<file path="config.mk">
export PLATFORM = sky130hd
export DESIGN_NAME = raycast_wall_column_texturer
export DESIGN_NICKNAME = d
export VERILOG_FILES = /design/src/sv/rwct_pkg.sv /design/src/sv/rwct_divider.sv /design/src/sv/raycast_wall_column_texturer.sv
export SDC_FILE = /design/constraint.sdc
export NUM_CORES = 1
export LEC_CHECK = 0
export ABC_CLOCK_PERIOD_IN_PS = 7100
export BUFFER_PORTS_ARGS = -buffer_cell sky130_fd_sc_hd__buf_2
export CAP_MARGIN = 20
export CELL_PAD_IN_SITES_DETAIL_PLACEMENT = 0
export CELL_PAD_IN_SITES_GLOBAL_PLACEMENT = 1
export CORE_ASPECT_RATIO = 0.7
export CORE_MARGIN = 2
export CORE_UTILIZATION = 44
export CTS_CLUSTER_DIAMETER = 150
export DETAILED_ROUTE_END_ITERATION = 8
export PLACE_DENSITY = 0.8
export SYNTH_ARGS = -nofsm -noshare
export SYNTH_HDL_FRONTEND = slang
export SYNTH_SLANG_ARGS = --single-unit
</file>
<file path="constraint.sdc">
create_clock -name i_clk -period 7.1 [get_ports i_clk]
set_clock_uncertainty 0.05 [all_clocks]
set_input_delay 0.355 -clock i_clk [delete_from_list [all_inputs] [get_ports i_clk]]
set_output_delay 0.355 -clock i_clk [all_outputs]
set_load 0.005 [all_outputs]
</file>
<file path="src/sv/rwct_pkg.sv">
`default_nettype none

package rwct_pkg;

    // Defaults for the top-level parameters
    localparam int SCREEN_H_DEF      = 512;
    localparam int TEXTURE_SLOTS_DEF = 4;

    // Field and datapath widths
    localparam int TEX_DIM_W = 11;
    localparam int DIST_W    = 24;
    localparam int FRAC_W    = 16;
    localparam int PROD_W    = TEX_DIM_W + DIST_W;
    localparam int POS_W     = 26;
    localparam int INC_W     = 32;
    localparam int MASK_W    = 4;
    localparam int CFG_IDX_W = 2;

    // Distances at or below this (0.0001 in Q8.16) are rejected
    localparam logic [DIST_W-1:0] MIN_DIST = DIST_W'(6);
    localparam logic [POS_W-1:0]  POS_MAX  = {POS_W{1'b1}};

    typedef enum logic [2:0] {
        ST_PIXEL     = 3'd0,
        ST_COLUMN    = 3'd1,
        ST_TOO_CLOSE = 3'd2,
        ST_UNLOADED  = 3'd3,
        ST_NO_COLUMN = 3'd4
    } t_status;

    typedef enum logic [CFG_IDX_W-1:0] {
        CFG_TEX_W  = 2'd0,
        CFG_TEX_H  = 2'd1,
        CFG_MASK   = 2'd2
    } t_cfg_idx;

    typedef enum logic [2:0] {
        S_IDLE,
        S_MUL_INC,
        S_DIV_INC,
        S_SET_START,
        S_SET_COL,
        S_WAIT_INC,
        S_WAIT_SPAN
    } t_state;

endpackage

`default_nettype wire

</file>
<file path="src/sv/rwct_divider.sv">
`default_nettype none

module rwct_divider #(
    parameter int DVD_W = rwct_pkg::PROD_W,
    parameter int DVS_W = rwct_pkg::DIST_W
) (
    input  wire logic             i_clk,
    input  wire logic             i_rst_n,
    input  wire logic             i_start,
    input  wire logic [DVD_W-1:0] i_dividend,
    input  wire logic [DVS_W-1:0] i_divisor,
    output logic                  o_done,
    output logic [DVD_W-1:0]      o_quotient
);

    localparam int CNT_W = $clog2(DVD_W + 1);

    logic [DVD_W-1:0] r_quo;
    logic [DVS_W-1:0] r_rem;
    logic [DVS_W-1:0] r_dvs;
    logic [CNT_W-1:0] r_cnt;
    logic             r_busy;
    logic             r_done;

    logic [DVS_W:0]   w_trial;
    logic             w_ge;
    logic [DVS_W:0]   w_sub;
    logic [DVS_W-1:0] n_rem;

    // One restoring step: bring down the next dividend bit, subtract if it fits
    always_comb begin
        w_trial = {r_rem, r_quo[DVD_W-1]};
        w_ge    = (w_trial >= {1'b0, r_dvs});
        w_sub   = w_trial - {1'b0, r_dvs};
        n_rem   = w_ge ? w_sub[DVS_W-1:0] : w_trial[DVS_W-1:0];
    end

    always_ff @(posedge i_clk) begin
        if (!i_rst_n) begin
            r_busy <= 1'b0;
            r_done <= 1'b0;
            r_cnt  <= '0;
            r_quo  <= '0;
            r_rem  <= '0;
            r_dvs  <= '0;
        end else begin
            r_done <= 1'b0;
            if (i_start) begin
                r_quo  <= i_dividend;
                r_rem  <= '0;
                r_dvs  <= i_divisor;
                r_cnt  <= CNT_W'(DVD_W);
                r_busy <= 1'b1;
            end else if (r_busy) begin
                r_quo <= {r_quo[DVD_W-2:0], w_ge};
                r_rem <= n_rem;
                r_cnt <= r_cnt - CNT_W'(1);
                if (r_cnt == CNT_W'(1)) begin
                    r_busy <= 1'b0;
                    r_done <= 1'b1;
                end
            end
        end
    end

    assign o_done     = r_done;
    assign o_quotient = r_quo;

endmodule

`default_nettype wire

</file>
<file path="src/sv/raycast_wall_column_texturer.sv">
// Step word (func 1): result the cycle after acceptance, a new step every cycle.
// Begin word (func 0): the column-ready word comes after the set-up states MUL_INC, DIV_INC,
//   SET_START and SET_COL and one shared divider pass for the wall height; next word at the same
//   edge. The texel step is a shift for a power-of-two SCREEN_H, else a further divider pass.
// Rejected begin words answer the cycle after acceptance; the receiver cannot stall results.
// Active-low sync reset clears all but operand and result fields; texture resets to 64x64.
`default_nettype none

module raycast_wall_column_texturer #(
    parameter int SCREEN_H      = rwct_pkg::SCREEN_H_DEF,
    parameter int TEXTURE_SLOTS = rwct_pkg::TEXTURE_SLOTS_DEF
) (
    input  wire logic        i_clk,
    input  wire logic        i_rst_n,
    input  wire logic        i_start,
    output logic             o_busy,
    input  wire logic        i_func,
    input  wire logic [9:0]  i_column_x,
    input  wire logic [23:0] i_wall_distance,
    input  wire logic [1:0]  i_texture_select,
    input  wire logic signed [16:0] i_hit_fraction,
    input  wire logic        i_cfg_valid,
    output logic             o_cfg_ready,
    input  wire logic [1:0]  i_cfg_index,
    input  wire logic [10:0] i_cfg_data,
    output logic             o_strobe,
    output logic [2:0]       o_status,
    output logic [8:0]       o_pixel_row,
    output logic [9:0]       o_pixel_col,
    output logic [9:0]       o_texel_row,
    output logic [9:0]       o_texel_col,
    output logic [1:0]       o_texture_id,
    output logic [9:0]       o_span_length,
    output logic             o_last
);

    localparam int HW        = $clog2(SCREEN_H + 1);
    localparam int TEX_DIM_W = rwct_pkg::TEX_DIM_W;
    localparam int DIST_W    = rwct_pkg::DIST_W;
    localparam int PROD_W    = rwct_pkg::PROD_W;
    localparam int POS_W     = rwct_pkg::POS_W;
    localparam int INC_W     = rwct_pkg::INC_W;
    localparam int FRAC_W    = rwct_pkg::FRAC_W;
    localparam bit H_POW2    = ((SCREEN_H & (SCREEN_H - 1)) == 0);
    localparam int H_LOG2    = $clog2(SCREEN_H);
    localparam logic [HW-1:0]     H_V      = HW'(SCREEN_H);
    localparam logic [PROD_W-1:0] H_P      = PROD_W'(SCREEN_H);
    localparam logic [PROD_W-1:0] H_SCALED = H_P << 16;

    // Control and configuration registers
    rwct_pkg::t_state             r_state, n_state;
    logic [TEX_DIM_W-1:0]         r_tex_w, r_tex_h;
    logic [rwct_pkg::MASK_W-1:0]  r_mask;
    logic                         r_active, n_active;

    // Column state
    logic [HW-1:0]     r_left, n_left;
    logic [HW-1:0]     r_row, n_row;
    logic [POS_W-1:0]  r_pos, n_pos;
    logic [INC_W-1:0]  r_inc, n_inc;
    logic [9:0]        r_tcol, n_tcol;
    logic [9:0]        r_col, n_col;
    logic [1:0]        r_slot, n_slot;
    logic [DIST_W-1:0] r_dist, n_dist;
    logic [FRAC_W-1:0] r_frac, n_frac;
    logic [PROD_W-1:0] r_prod;

    // Result word registers
    logic               r_strobe, n_strobe;
    rwct_pkg::t_status  r_status, n_status;
    logic [8:0]         r_orow, n_orow;
    logic [9:0]         r_ocol, n_ocol;
    logic [9:0]         r_otrow, n_otrow;
    logic [9:0]         r_otcol, n_otcol;
    logic [1:0]         r_oid, n_oid;
    logic [9:0]         r_olen, n_olen;
    logic               r_olast, n_olast;

    // Shared multiplier and divider hookup
    logic [TEX_DIM_W-1:0] w_mul_a;
    logic [DIST_W-1:0]    w_mul_b;
    logic [16:0]          w_one_minus;
    logic                 w_div_start;
    logic [PROD_W-1:0]    w_div_dvd;
    logic [DIST_W-1:0]    w_div_dvs;
    logic                 w_div_done;
    logic [PROD_W-1:0]    w_quo;

    // Pixel step helpers
    logic [9:0]           w_trow_raw;
    logic [TEX_DIM_W-1:0] w_hm1;
    logic [9:0]           w_trow;
    logic [POS_W+6:0]     w_pos_sum;
    logic                 w_loaded;
    logic [PROD_W-2:0]    w_start_raw;
    logic [PROD_W-17:0]   w_tc_raw;
    logic [HW-1:0]        w_span;
    logic [PROD_W-1:0]    w_inc_shift;

    assign o_busy      = (r_state != rwct_pkg::S_IDLE);
    assign o_cfg_ready = 1'b1;

    // Configuration writes
    always_ff @(posedge i_clk) begin
        if (!i_rst_n) begin
            r_tex_w <= TEX_DIM_W'(64);
            r_tex_h <= TEX_DIM_W'(64);
            r_mask  <= '0;
        end else if (i_cfg_valid && o_cfg_ready) begin
            unique case (rwct_pkg::t_cfg_idx'(i_cfg_index))
                rwct_pkg::CFG_TEX_W: r_tex_w <= i_cfg_data;
                rwct_pkg::CFG_TEX_H: r_tex_h <= i_cfg_data;
                rwct_pkg::CFG_MASK:  r_mask  <= i_cfg_data[rwct_pkg::MASK_W-1:0];
                default: ;
            endcase
        end
    end

    // Select multiplier operands per sequencer step
    always_comb begin
        w_one_minus = 17'h10000 - r_dist[16:0];
        case (r_state)
            rwct_pkg::S_MUL_INC: begin
                w_mul_a = r_tex_h;
                w_mul_b = r_dist;
            end
            rwct_pkg::S_DIV_INC: begin
                w_mul_a = r_tex_h;
                w_mul_b = DIST_W'(w_one_minus);
            end
            default: begin
                w_mul_a = r_tex_w;
                w_mul_b = DIST_W'(r_frac);
            end
        endcase
    end

    always_ff @(posedge i_clk) begin
        r_prod <= {{DIST_W{1'b0}}, w_mul_a} * {{TEX_DIM_W{1'b0}}, w_mul_b};
    end

    // Divider: the texel step unless it is a shift, then the projected wall height
    always_comb begin
        w_div_start = (r_state == rwct_pkg::S_DIV_INC) ||
                      ((r_state == rwct_pkg::S_WAIT_INC) && w_div_done);
        if ((r_state == rwct_pkg::S_DIV_INC) && !H_POW2) begin
            w_div_dvd = r_prod;
            w_div_dvs = DIST_W'(SCREEN_H);
        end else begin
            w_div_dvd = H_SCALED;
            w_div_dvs = r_dist;
        end
    end

    rwct_divider #(
        .DVD_W (PROD_W),
        .DVS_W (DIST_W)
    ) u_div (
        .i_clk      (i_clk),
        .i_rst_n    (i_rst_n),
        .i_start    (w_div_start),
        .i_dividend (w_div_dvd),
        .i_divisor  (w_div_dvs),
        .o_done     (w_div_done),
        .o_quotient (w_quo)
    );

    // Datapath helpers
    always_comb begin
        w_trow_raw  = r_pos[POS_W-1:16];
        w_hm1       = r_tex_h - TEX_DIM_W'(1);
        if (r_tex_h == '0) begin
            w_trow = '0;
        end else if ({1'b0, w_trow_raw} > w_hm1) begin
            w_trow = w_hm1[9:0];
        end else begin
            w_trow = w_trow_raw;
        end
        w_pos_sum   = {7'b0, r_pos} + {1'b0, r_inc};
        w_loaded    = (int'(i_texture_select) < TEXTURE_SLOTS) && r_mask[i_texture_select];
        w_start_raw = r_prod[PROD_W-1:1];
        w_tc_raw    = r_prod[PROD_W-1:16];
        w_span      = (w_quo > H_P) ? H_V : w_quo[HW-1:0];
        w_inc_shift = r_prod >> H_LOG2;
    end

    // Sequencer: next state, column state and result word
    always_comb begin
        n_state  = r_state;
        n_active = r_active;
        n_left   = r_left;
        n_row    = r_row;
        n_pos    = r_pos;
        n_inc    = r_inc;
        n_tcol   = r_tcol;
        n_col    = r_col;
        n_slot   = r_slot;
        n_dist   = r_dist;
        n_frac   = r_frac;
        n_strobe = 1'b0;
        n_status = rwct_pkg::ST_PIXEL;
        n_orow   = '0;
        n_ocol   = '0;
        n_otrow  = '0;
        n_otcol  = '0;
        n_oid    = '0;
        n_olen   = '0;
        n_olast  = 1'b0;

        unique case (r_state)
            rwct_pkg::S_IDLE: begin
                if (i_start && i_func) begin
                    // Emit one pixel of the active span, or a no-column word if none is active
                    n_strobe = 1'b1;
                    if (!r_active) begin
                        n_status = rwct_pkg::ST_NO_COLUMN;
                    end else begin
                        n_status = rwct_pkg::ST_PIXEL;
                        n_orow   = 9'(r_row);
                        n_ocol   = r_col;
                        n_otrow  = w_trow;
                        n_otcol  = r_tcol;
                        n_oid    = r_slot;
                        n_olast  = (r_left == HW'(1));
                        n_pos    = (w_pos_sum > (POS_W+7)'(rwct_pkg::POS_MAX)) ?
                                   rwct_pkg::POS_MAX : w_pos_sum[POS_W-1:0];
                        n_row    = r_row + HW'(1);
                        if (r_left != '0) begin
                            n_left = r_left - HW'(1);
                        end
                        if (r_left <= HW'(1)) begin
                            n_active = 1'b0;
                        end
                    end
                end else if (i_start) begin
                    // Begin word: drop any active column, then check it
                    n_active = 1'b0;
                    if (i_wall_distance <= rwct_pkg::MIN_DIST) begin
                        n_strobe = 1'b1;
                        n_status = rwct_pkg::ST_TOO_CLOSE;
                    end else if (!w_loaded) begin
                        n_strobe = 1'b1;
                        n_status = rwct_pkg::ST_UNLOADED;
                    end else begin
                        n_dist  = i_wall_distance;
                        n_frac  = i_hit_fraction[16] ? '0 : i_hit_fraction[FRAC_W-1:0];
                        n_col   = i_column_x;
                        n_slot  = i_texture_select;
                        n_state = rwct_pkg::S_MUL_INC;
                    end
                end
            end
            rwct_pkg::S_MUL_INC: begin
                n_state = rwct_pkg::S_DIV_INC;
            end
            rwct_pkg::S_DIV_INC: begin
                // Power-of-two screen height: the texel step is a plain shift
                if (H_POW2) begin
                    n_inc = (w_inc_shift[PROD_W-1:INC_W] != '0) ? {INC_W{1'b1}} :
                            w_inc_shift[INC_W-1:0];
                end
                n_state = rwct_pkg::S_SET_START;
            end
            rwct_pkg::S_SET_START: begin
                // Texture start offset, only for walls nearer than one unit
                if (r_dist[DIST_W-1:16] != '0) begin
                    n_pos = '0;
                end else if (w_start_raw > (PROD_W-1)'(rwct_pkg::POS_MAX)) begin
                    n_pos = rwct_pkg::POS_MAX;
                end else begin
                    n_pos = w_start_raw[POS_W-1:0];
                end
                n_state = rwct_pkg::S_SET_COL;
            end
            rwct_pkg::S_SET_COL: begin
                n_tcol  = (w_tc_raw > (PROD_W-16)'(1023)) ? 10'd1023 : w_tc_raw[9:0];
                n_state = H_POW2 ? rwct_pkg::S_WAIT_SPAN : rwct_pkg::S_WAIT_INC;
            end
            rwct_pkg::S_WAIT_INC: begin
                if (w_div_done) begin
                    n_inc   = (w_quo[PROD_W-1:INC_W] != '0) ? {INC_W{1'b1}} :
                              w_quo[INC_W-1:0];
                    n_state = rwct_pkg::S_WAIT_SPAN;
                end
            end
            rwct_pkg::S_WAIT_SPAN: begin
                if (w_div_done) begin
                    n_left   = w_span;
                    n_row    = (H_V - w_span) >> 1;
                    n_active = (w_span != '0);
                    n_strobe = 1'b1;
                    n_status = rwct_pkg::ST_COLUMN;
                    n_orow   = 9'((H_V - w_span) >> 1);
                    n_ocol   = r_col;
                    n_otcol  = r_tcol;
                    n_oid    = r_slot;
                    n_olen   = 10'(w_span);
                    n_state  = rwct_pkg::S_IDLE;
                end
            end
            default: begin
                n_state = rwct_pkg::S_IDLE;
            end
        endcase
    end

    always_ff @(posedge i_clk) begin
        if (!i_rst_n) begin
            r_state  <= rwct_pkg::S_IDLE;
            r_active <= 1'b0;
            r_left   <= '0;
            r_row    <= '0;
            r_pos    <= '0;
            r_inc    <= '0;
            r_tcol   <= '0;
            r_col    <= '0;
            r_slot   <= '0;
            r_strobe <= 1'b0;
        end else begin
            r_state  <= n_state;
            r_active <= n_active;
            r_left   <= n_left;
            r_row    <= n_row;
            r_pos    <= n_pos;
            r_inc    <= n_inc;
            r_tcol   <= n_tcol;
            r_col    <= n_col;
            r_slot   <= n_slot;
            r_strobe <= n_strobe;
        end
    end

    // Hold operands and the result word
    always_ff @(posedge i_clk) begin
        r_dist   <= n_dist;
        r_frac   <= n_frac;
        r_status <= n_status;
        r_orow   <= n_orow;
        r_ocol   <= n_ocol;
        r_otrow  <= n_otrow;
        r_otcol  <= n_otcol;
        r_oid    <= n_oid;
        r_olen   <= n_olen;
        r_olast  <= n_olast;
    end

    assign o_strobe      = r_strobe;
    assign o_status      = r_status;
    assign o_pixel_row   = r_orow;
    assign o_pixel_col   = r_ocol;
    assign o_texel_row   = r_otrow;
    assign o_texel_col   = r_otcol;
    assign o_texture_id  = r_oid;
    assign o_span_length = r_olen;
    assign o_last        = r_olast;

    // Leaving the begin sequence always delivers the column-ready word
    a_busy_end_strobe: assert property (@(posedge i_clk) disable iff (!i_rst_n)
        $past(i_rst_n) && $fell(o_busy) |-> o_strobe && (o_status == rwct_pkg::ST_COLUMN))
        else $error("begin sequence ended without a column-ready word");

    // The final pixel of a span leaves no active column behind
    a_last_drops: assert property (@(posedge i_clk) disable iff (!i_rst_n)
        o_strobe && (o_status == rwct_pkg::ST_PIXEL) && o_last |-> !r_active)
        else $error("column still active after its last pixel");

    // An active column always has pixels left
    a_active_left: assert property (@(posedge i_clk) disable iff (!i_rst_n)
        r_active |-> (r_left != '0))
        else $error("active column with no pixels left");

endmodule

`default_nettype wire
</file>
==> results of run 1 <==
==> synth_stat cells (all sizes together), types with 22 or more instances <==
cell type	instances
dfxtp	310
xnor2	65
inv	283
xor2	27
nor2b	77
and3	27
nor4	22
o21ai	130
fa	199
nor3	30
a21boi	81
nor2	293
a21oi	142
nand3	74
ha	141
a21o	29
edfxtp	40
and2	41
o221ai	51
nand2	359
buf	26
clkbuf	137
nand2b	23
mux2i	82
a31oi	22
==> worst max-delay path: cells and delay by family, from the launching register on <==
family | cells | cell delay (ps)
AO/OA/AOI/OAI | 5 | 960
XOR/XNOR | 1 | 120
adder cells (fa/ha/maj) | 6 | 2690
buffers and inverters | 7 | 710
flip-flops | 1 | 420
AND/OR/NAND/NOR | 9 | 2330
==> sequential cells by signal, indices dropped and copies added, names as in the netlist, 4 cells and up <==
register	flops
r_inc	32
r_mask	4
r_frac	16
o_pixel_col	10
r_prod	34
r_dist	24
r_tcol	10
r_left	10
r_pos	26
r_tex_w	11
u_div.r_rem	24
o_texel_col	10
u_div.r_dvs	24
r_col	10
u_div.r_cnt	6
u_div.o_quotient	35
r_tex_h	11
o_pixel_row	9
o_texel_row	10
o_span_length	10
r_row	9
==> stage by stage <==
step	utilization, %	hold WS [ps]	total power (uW)	TNS (ps)
global placement	48.8	385	3280	-1590
global route	53.0	33.6	5670	-4120
finish	53.0	29.9	5400	-1450
floorplan	-	373	2890	-228
detailed placement	48.9	389	3300	-3120
CTS	52.5	3.78	5400	-920
==> per-layer routing <==
layer	global-route usage (%)	up-vias	wire (um)
met5	0	-	0
met4	6.27	0	1750
met3	8.13	101	8200
met2	40.0	826	33200
met1	40.8	10829	39600
li1	-	10410	-
==> power by group <==
part / internal, uW / total [uW] / switching, uW
sequential: 2070 / 2180 / 102
clock: 1180 / 2040 / 863
combinational: 528 / 1190 / 661
total: 3780 / 5400 / 1630
==> worst min path at each step <==
stage / start / end / slack [ps] / depth (start not counted)
2_1_floorplan: r_active$_SDFFE_PN0P_ / o_status[2]$_DFF_P_ / 370 / 1
3_3_place_gp: r_tcol[4]$_SDFFE_PN0N_ / o_texel_col[4]$_DFF_P_ / 390 / 1
3_5_place_dp: r_tcol[8]$_SDFFE_PN0N_ / o_texel_col[8]$_DFF_P_ / 390 / 1
4_1_cts: i_cfg_data[8] / r_tex_h[8]$_SDFFE_PN0P_ / 4 / 3
5_1_grt: i_hit_fraction[3] / r_frac[3]$_SDFFCE_PP0P_ / 30 / 2
6_report: i_cfg_data[8] / r_tex_h[8]$_SDFFE_PN0P_ / 30 / 3
==> cell type report <==
type	instances	area [um^2]	area share, %
Clock buffer	51	1040	3.45
Inverter	283	1060	3.53
Multi-Input combinational cell	2138	16800	55.6
Timing Repair Buffer	371	2690	8.93
Antenna cell	2	5.00	0.0166
Tap cell	750	938	3.12
Clock inverter	15	208	0.690
Sequential cell	350	7410	24.6
==> cell families (layout without fill, tap and decap cells) <==
family | count (synthesis) | in the layout
mux | 92 | 92
flops | 350 | 350
other cells | 1 | 3
xor+xnor | 92 | 92
fa+ha+maj | 340 | 340
compound gates | 602 | 603
simple gates | 1010 | 1010
buf+inv | 446 | 720
==> what timing repair did <==
item                       in CTS  in global routing
buffers inserted               23                  9
gates cloned                    0                  1
hold endpoints to repair       41                  0
gates resized for setup        56                 49
hold buffers                   38                  0
setup endpoints to repair      13                 20
pin swaps                      50                 41
==> results.md, run 1 <==
- Final Slew Violations: 0
- Die height: a little over 200 um
- Remaining DRCs: 0
- Vias in the first global route: 21838
- Remaining global-route overflow: 0
- Clk_lat worst skew: 570 ps
- CTS H-tree depth: 2
- Core area: 56800 um^2
- Min Clock Period, post-route: 7390 ps
- Reg-to-Reg End: r_prod[32]$_DFF_P_
- Max-Slew Margin vs Limit: 26.5%
- Clk root buf: clkbuf_16
- Drt wl/cell: around 21 um
- ANT nets after route: 0
- GRT Util Overall: 27.8%
- Final hold viol count: 0
- Worst path max stage delay: 560 ps
- Top achievable clock speed: 0.135 GHz
- Simple-Gate Fraction of Synth Area: 18.4%
- Status: complete, but fails checks
- Primary FF master, synth: dfxtp_1
- Layout area overhead: 18.8%
- Multiplexer share of the synthesized area: 3.73%
- Failing checks: negative setup slack
- Post-synthesis sequential area ratio: 29.2%
- Non-filler instance count after layout: 3960
- Layout cell share with drive strength beyond 1: 16.6%
- Cell taking the most area after synthesis: dfxtp_1
- Max Fanout on Critical Path: 4
- Detailed Route Iter0 Violations: around 2000
- DR pass1 iterations: 5
- Number of buffers created by CTS: 37
- Critical path arrival: 7800 ps
- HP Class: input pin to register
- Global-route wire length before repair: approximately 130000 um
- EDFF count, synth: 40
- Endpoints failing setup: 7
- Vias: 22166
- RSZ-0062 raised after global routing: yes
- Tcrit/Tclk final: 104%
- Worst setup path start: r_dist[1]$_DFFE_PP_
- Largest net degree at the start of global routing: slightly above 90
- Cell Area, Synth: 25300 um^2
- Ys async rst share: 0%
- Worst-case reg-to-reg path depth: 28
- Yosys Warn Count: 0
- Layout Nets: 3592
- Worst setup EP type: register
- Mapped Nets: 3344
- Dominant cells by area after synthesis: dfxtp_1 (24%), fa_1 (16%), ha_1 (7.0%), nand2_1 (5.3%), edfxtp_1 (4.7%)
- Number of distinct library cells after synthesis: 79
- Mean Syn Cell Area: 8.64 um^2
- Synth Instances: 2933
- Worst setup endpoint: r_prod[32]$_DFF_P_
- Placed cell count: 3819
- Rows: between 70 and 80
- Chip width: 291 um
- PortBufs: 127
- FF+latch count, synth: 350
- Setup ws final: -295 ps
- GPL Wtd Cong: 0.969
- Number of max-cap violations: 0
- Critical Path Slowest Stage Cell: or4_4
- CTS Buffer Depth: 3
- Commonest non-fill, non-tap cell in the layout: nand2_1
- Adder-cell share of the synthesized area: 22.7%
- CP most frequent cell: fa_1
- Startpoint Class: register
- Data required time of the worst path: 7500 ps
- VDD IR max: 0.165 mV
- Dpl ws: -515 ps
- P_leak: 0.0130 uW
- Antenna violations before repair: 2
- Compound-Gate Fraction of Synth Area: 16.0%
- Slew at the pin closest to its max-slew limit: 1100 ps
- Vias per cell: 5.60
- Post-route cell area: 30100 um^2
- DIE AREA: slightly below 60000 um^2
- Reg2reg start: r_dist[1]$_DFFE_PP_
- Most frequent cells in the layout: nand2_1 (353), dfxtp_1 (309), nor2_1 (286)
- WL final: 82800 um
- Yosys top cell area share: 24.5%
- Largest family of logic cells by synthesized area: adder cells
- CP Class: register to register
- Clk slew on worst S/H paths: roughly 60 ps
- R2R Setup Slk: -290 ps
- DP HPWL: 63400 um
- XOR/XNOR Fraction of Synth Area: ~3.2%
- IO Count: 129
- Pwr dens: 180 nW/um^2
- Placed cell areas: 27800 um^2
- Initial core utilization: 44.6%
- Clock Sink Count: 350
- FILL cells: 5270
- CTS tree: yes
No activity file was read; power rests on OpenSTA's default activity.
==> inputs of run 2 (changes only) <==
--- a/config.mk
+++ b/config.mk
@@ -5,14 +5,14 @@
 export SDC_FILE = /design/constraint.sdc
 export NUM_CORES = 1
 export LEC_CHECK = 0
+export ABC_AREA = 1
 export ABC_CLOCK_PERIOD_IN_PS = 7100
 export BUFFER_PORTS_ARGS = -buffer_cell sky130_fd_sc_hd__buf_2
 export CAP_MARGIN = 20
 export CELL_PAD_IN_SITES_DETAIL_PLACEMENT = 0
 export CELL_PAD_IN_SITES_GLOBAL_PLACEMENT = 1
 export CORE_ASPECT_RATIO = 0.7
-export CORE_MARGIN = 2
-export CORE_UTILIZATION = 44
+export CORE_UTILIZATION = 42
 export CTS_CLUSTER_DIAMETER = 150
 export DETAILED_ROUTE_END_ITERATION = 8
 export PLACE_DENSITY = 0.8
==> run 2 against run 1 <==
  * The run now ends clean
  * Total power grew 32%
  * Critical path type unchanged
  * Routed wire length shrank 5.3%
  * Non-clock buffer count is 178 lower
  * Final cell count increased by 14%
  * Synthesized area grew 2.9%
  * Global-route usage shrank 2.9 points
  * Largest power group is now combinational logic
  * Synthesized cell count is 21% higher
  * Largest cell class unchanged
  * Core utilization fell by 5.5 points
  * Hold slack got worse by 8.9 ps
  * Setup slack gained 650 ps
  * Cell area fell by 3.1%
==> results.md, run 2 <==
- Min Clock Period, post-route: 6740 ps
- WL final: 78400 um
- Remaining global-route overflow: 0
- Top achievable clock speed: 0.148 GHz
- IO Count: 129
- Layout area overhead: 11.8%
- HP Class: input pin to register
- FILL cells: around 6300
- DIE AREA: roughly 63000 um^2
- Number of distinct library cells after synthesis: just under 60
- Worst setup EP type: register
- Final Slew Violations: 0
- Hold path depth: 3
- Yosys top cell area share: 23.8%
- P_sw: 2850 uW
- Rows: 76
- Slew at the pin closest to its max-slew limit: between 1000 and 1500 ps
- Yosys Warn Count: 0
- Most frequent cells in the layout: nand2_1 (728), inv_1 (615), nor2_1 (385)
- Dpl ws: -2.56 ps
- Clk root buf: clkbuf_16
- Post-synthesis sequential area ratio: 28.4%
- Clk slew on worst S/H paths: 60 ps
- Commonest cells post-synth: nand2_1 (731), inv_1 (620), nor2_1 (388)
- Gate power share: 40.6%
- Pwr dens: between 200 and 250 nW/um^2
- Core area: 61400 um^2
- Pint: 4280 uW
- Most used routing layer: met1
- Chip width: 300 um
- Die height: approximately 210 um
- CTS H-tree depth: 2
- Endpoints failing setup: 0
- Largest net degree at the start of global routing: roughly 80
- Final hold viol count: 0
- Startpoint Class: register
- Sequential power share: 30.9%
- GRT Util Overall: 24.9%
- Setup ws final: 360 ps
- Dominant cells by area after synthesis: dfxtp_1 (24%), fa_1 (15%), nand2_1 (11%), inv_1 (8.9%), ha_1 (6.8%)
- Tcrit/Tclk final: 94.9%
- Remaining DRCs: 0
- RSZ-0062 raised after global routing: yes
- Clock power share: 28.5%
- Layout Nets: 4074
- M1 GR Usage: 39.4%
- EDFF count, synth: 40
- Cell taking the most area after synthesis: dfxtp_1
- Count leader, synth: nand2_1
- Max Fanout on Critical Path: 11
- CTS tree: yes
- DR pass1 iterations: 6
- Flip-flop and latch area: 7410 um^2
- Detailed Route Iter0 Violations: 1796
- Vias in the first global route: between 20000 and 25000
- FF+latch count, synth: 350
- Primary FF master, synth: dfxtp_1
- N_diodes: 0
- PortBufs: about 130
- Global-route wire length before repair: 124000 um
- CTS Buffer Depth: 3
- Layout cell share with drive strength beyond 1: about 8.8%
- Max-Slew Margin vs Limit: 24.0%
- CP Class: register to register
- Data required time of the worst path: approximately 7500 ps
- ANT nets after route: 0
- Initial core utilization: 42.4%
- Status: completed
- Mapped Nets: ~4000
- Ys async rst share: 0%
- Tot Pwr: around 7000 uW
- Max reg flops: 35
- Vias: 22865
- Area of the multi-input gates: 15800 um^2
- Critical path arrival: 7130 ps
- Worst-case reg-to-reg path depth: 24
- GPL Wtd Cong: 0.928
- Sw frac: 39.9%
- DP HPWL: ~62000 um
- Synth Instances: approximately 3500
- Number of max-cap violations: 0
- Number of buffers created by CTS: 37
- Cell Area, Synth: 26100 um^2
- Commonest non-fill, non-tap cell in the layout: nand2_1
- Vias per cell: 5.07
- Antenna violations before repair: 2
- GR Layer Usage met2: 34.0%
- Mean Syn Cell Area: 7.36 um^2
- Drt wl/cell: 17.4 um
- P_leak: 0.0140 uW
- Clock Sink Count: 350
- VDD IR max: 0.184 mV
- Clk_lat worst skew: 570 ps
- Grt met3 use: 5.67%
[run 2: changes by cell type after synthesis, sizes merged, moves of 26 or more]
cell,delta
nor2b,-77
mux2i,-82
a21boi,-79
nor2,+102
a21o,-26
o21ai,+100
and2,-38
a21oi,+116
nand2,+379
o22ai,+28
inv,+358
o221ai,-38
clkbuf,-69
nand3,+91
[run 2: cell families (layout without fill, tap and decap cells)]
family / after synthesis / count (layout) / share of synthesized area (%)
xor gates and xnor gates: 86 / 86 / 2.89
AOI/OAI and AO/OA: 608 / 608 / 13.1
buffers and inverters: 756 / 903 / 11.3
other: 1 / 1 / 0.0144
adders and majority gates: 340 / 340 / 22.0
and+or+nand+nor: 1403 / 1403 / 22.2
DFF: 350 / 350 / 28.4
[run 2: power groups by stage]
stage	logic [uW]	registers, uW	clock network (uW)
2_1_floorplan	2010	2210	0
3_3_place_gp	2830	2240	0
3_5_place_dp	2830	2240	0
4_1_cts	2860	2200	2060
5_1_grt	3280	2210	2150
6_report	2890	2200	2030
[run 2: layout make-up]
| class | instances | share of cell area [%] |
|---|---|---|
| inverter | 643 | 8.28 |
| timing repair buffer | 193 | 4.27 |
| clock buffer | 47 | 3.55 |
| clock inverter | 20 | 0.802 |
| sequential | 350 | 25.4 |
| multi-input combinational | 2438 | 54.2 |
| tap | 819 | 3.51 |
[run 2: critical path, cell delays in order (launching register included)]
cell and delay, ps:
dfxtp_1 350, nor2_1 170, inv_2 70, nor2_2 160
buf_4 230, inv_2 120, nand2_4 160, o22ai_1 110
a31oi_2 470, inv_1 280, nor2_1 220, fa_1 440
fa_1 530, fa_1 520, fa_1 550, inv_1 50
fa_1 520, inv_1 40, ha_1 390, nand2_1 120
nor2_1 160, nand4_1 90, o21ai_0 400, a21oi_1 170
xnor2_1 250
[run 2: final timing paths]
kind	endpoint	from	slack, ps
setup / recovery	r_prod[21]$_DFF_P_	r_state[2]$_SDFFE_PN0P_	360
hold / removal	r_col[1]$_SDFFE_PN0P_	i_column_x[1]	20
setup reg to reg	r_prod[21]$_DFF_P_	r_state[2]$_SDFFE_PN0P_	360
hold reg to reg	o_texel_col[9]$_DFF_P_	r_tcol[9]$_SDFFE_PN0N_	390
[run 2: repair_timing]
| item | in CTS | in global routing |
|---|---|---|
| hold buffers | 26 | 0 |
| setup endpoints to repair | 1 | 19 |
| pin swaps | 0 | 1 |
| endpoints found under the hold margin | 26 | 0 |
| setup buffers | 0 | 2 |
| gates resized for setup | 1 | 24 |
[run 2: metal layers]
metal | share of wire (%) | vias up
met3 | 8.0 | 71
met5 | 0 | -
met2 | 38 | 742
met4 | 1.6 | 0
met1 | 52 | 10583
li1 | - | 11469
[run 2: metrics by stage]
stage	cell area (um^2)	instances	hold slack [ps]	TNS (ps)	utilization, %
detailed placement	27600	4415	376	-2.56	44.9
CTS	29100	4508	0.108	0	47.3
finish	29200	4510	21.0	0	47.5
global route	29200	4510	20.2	-26.0	47.5
floorplan	26100	3544	358	0	-
global placement	27600	4415	376	-71.9	44.9
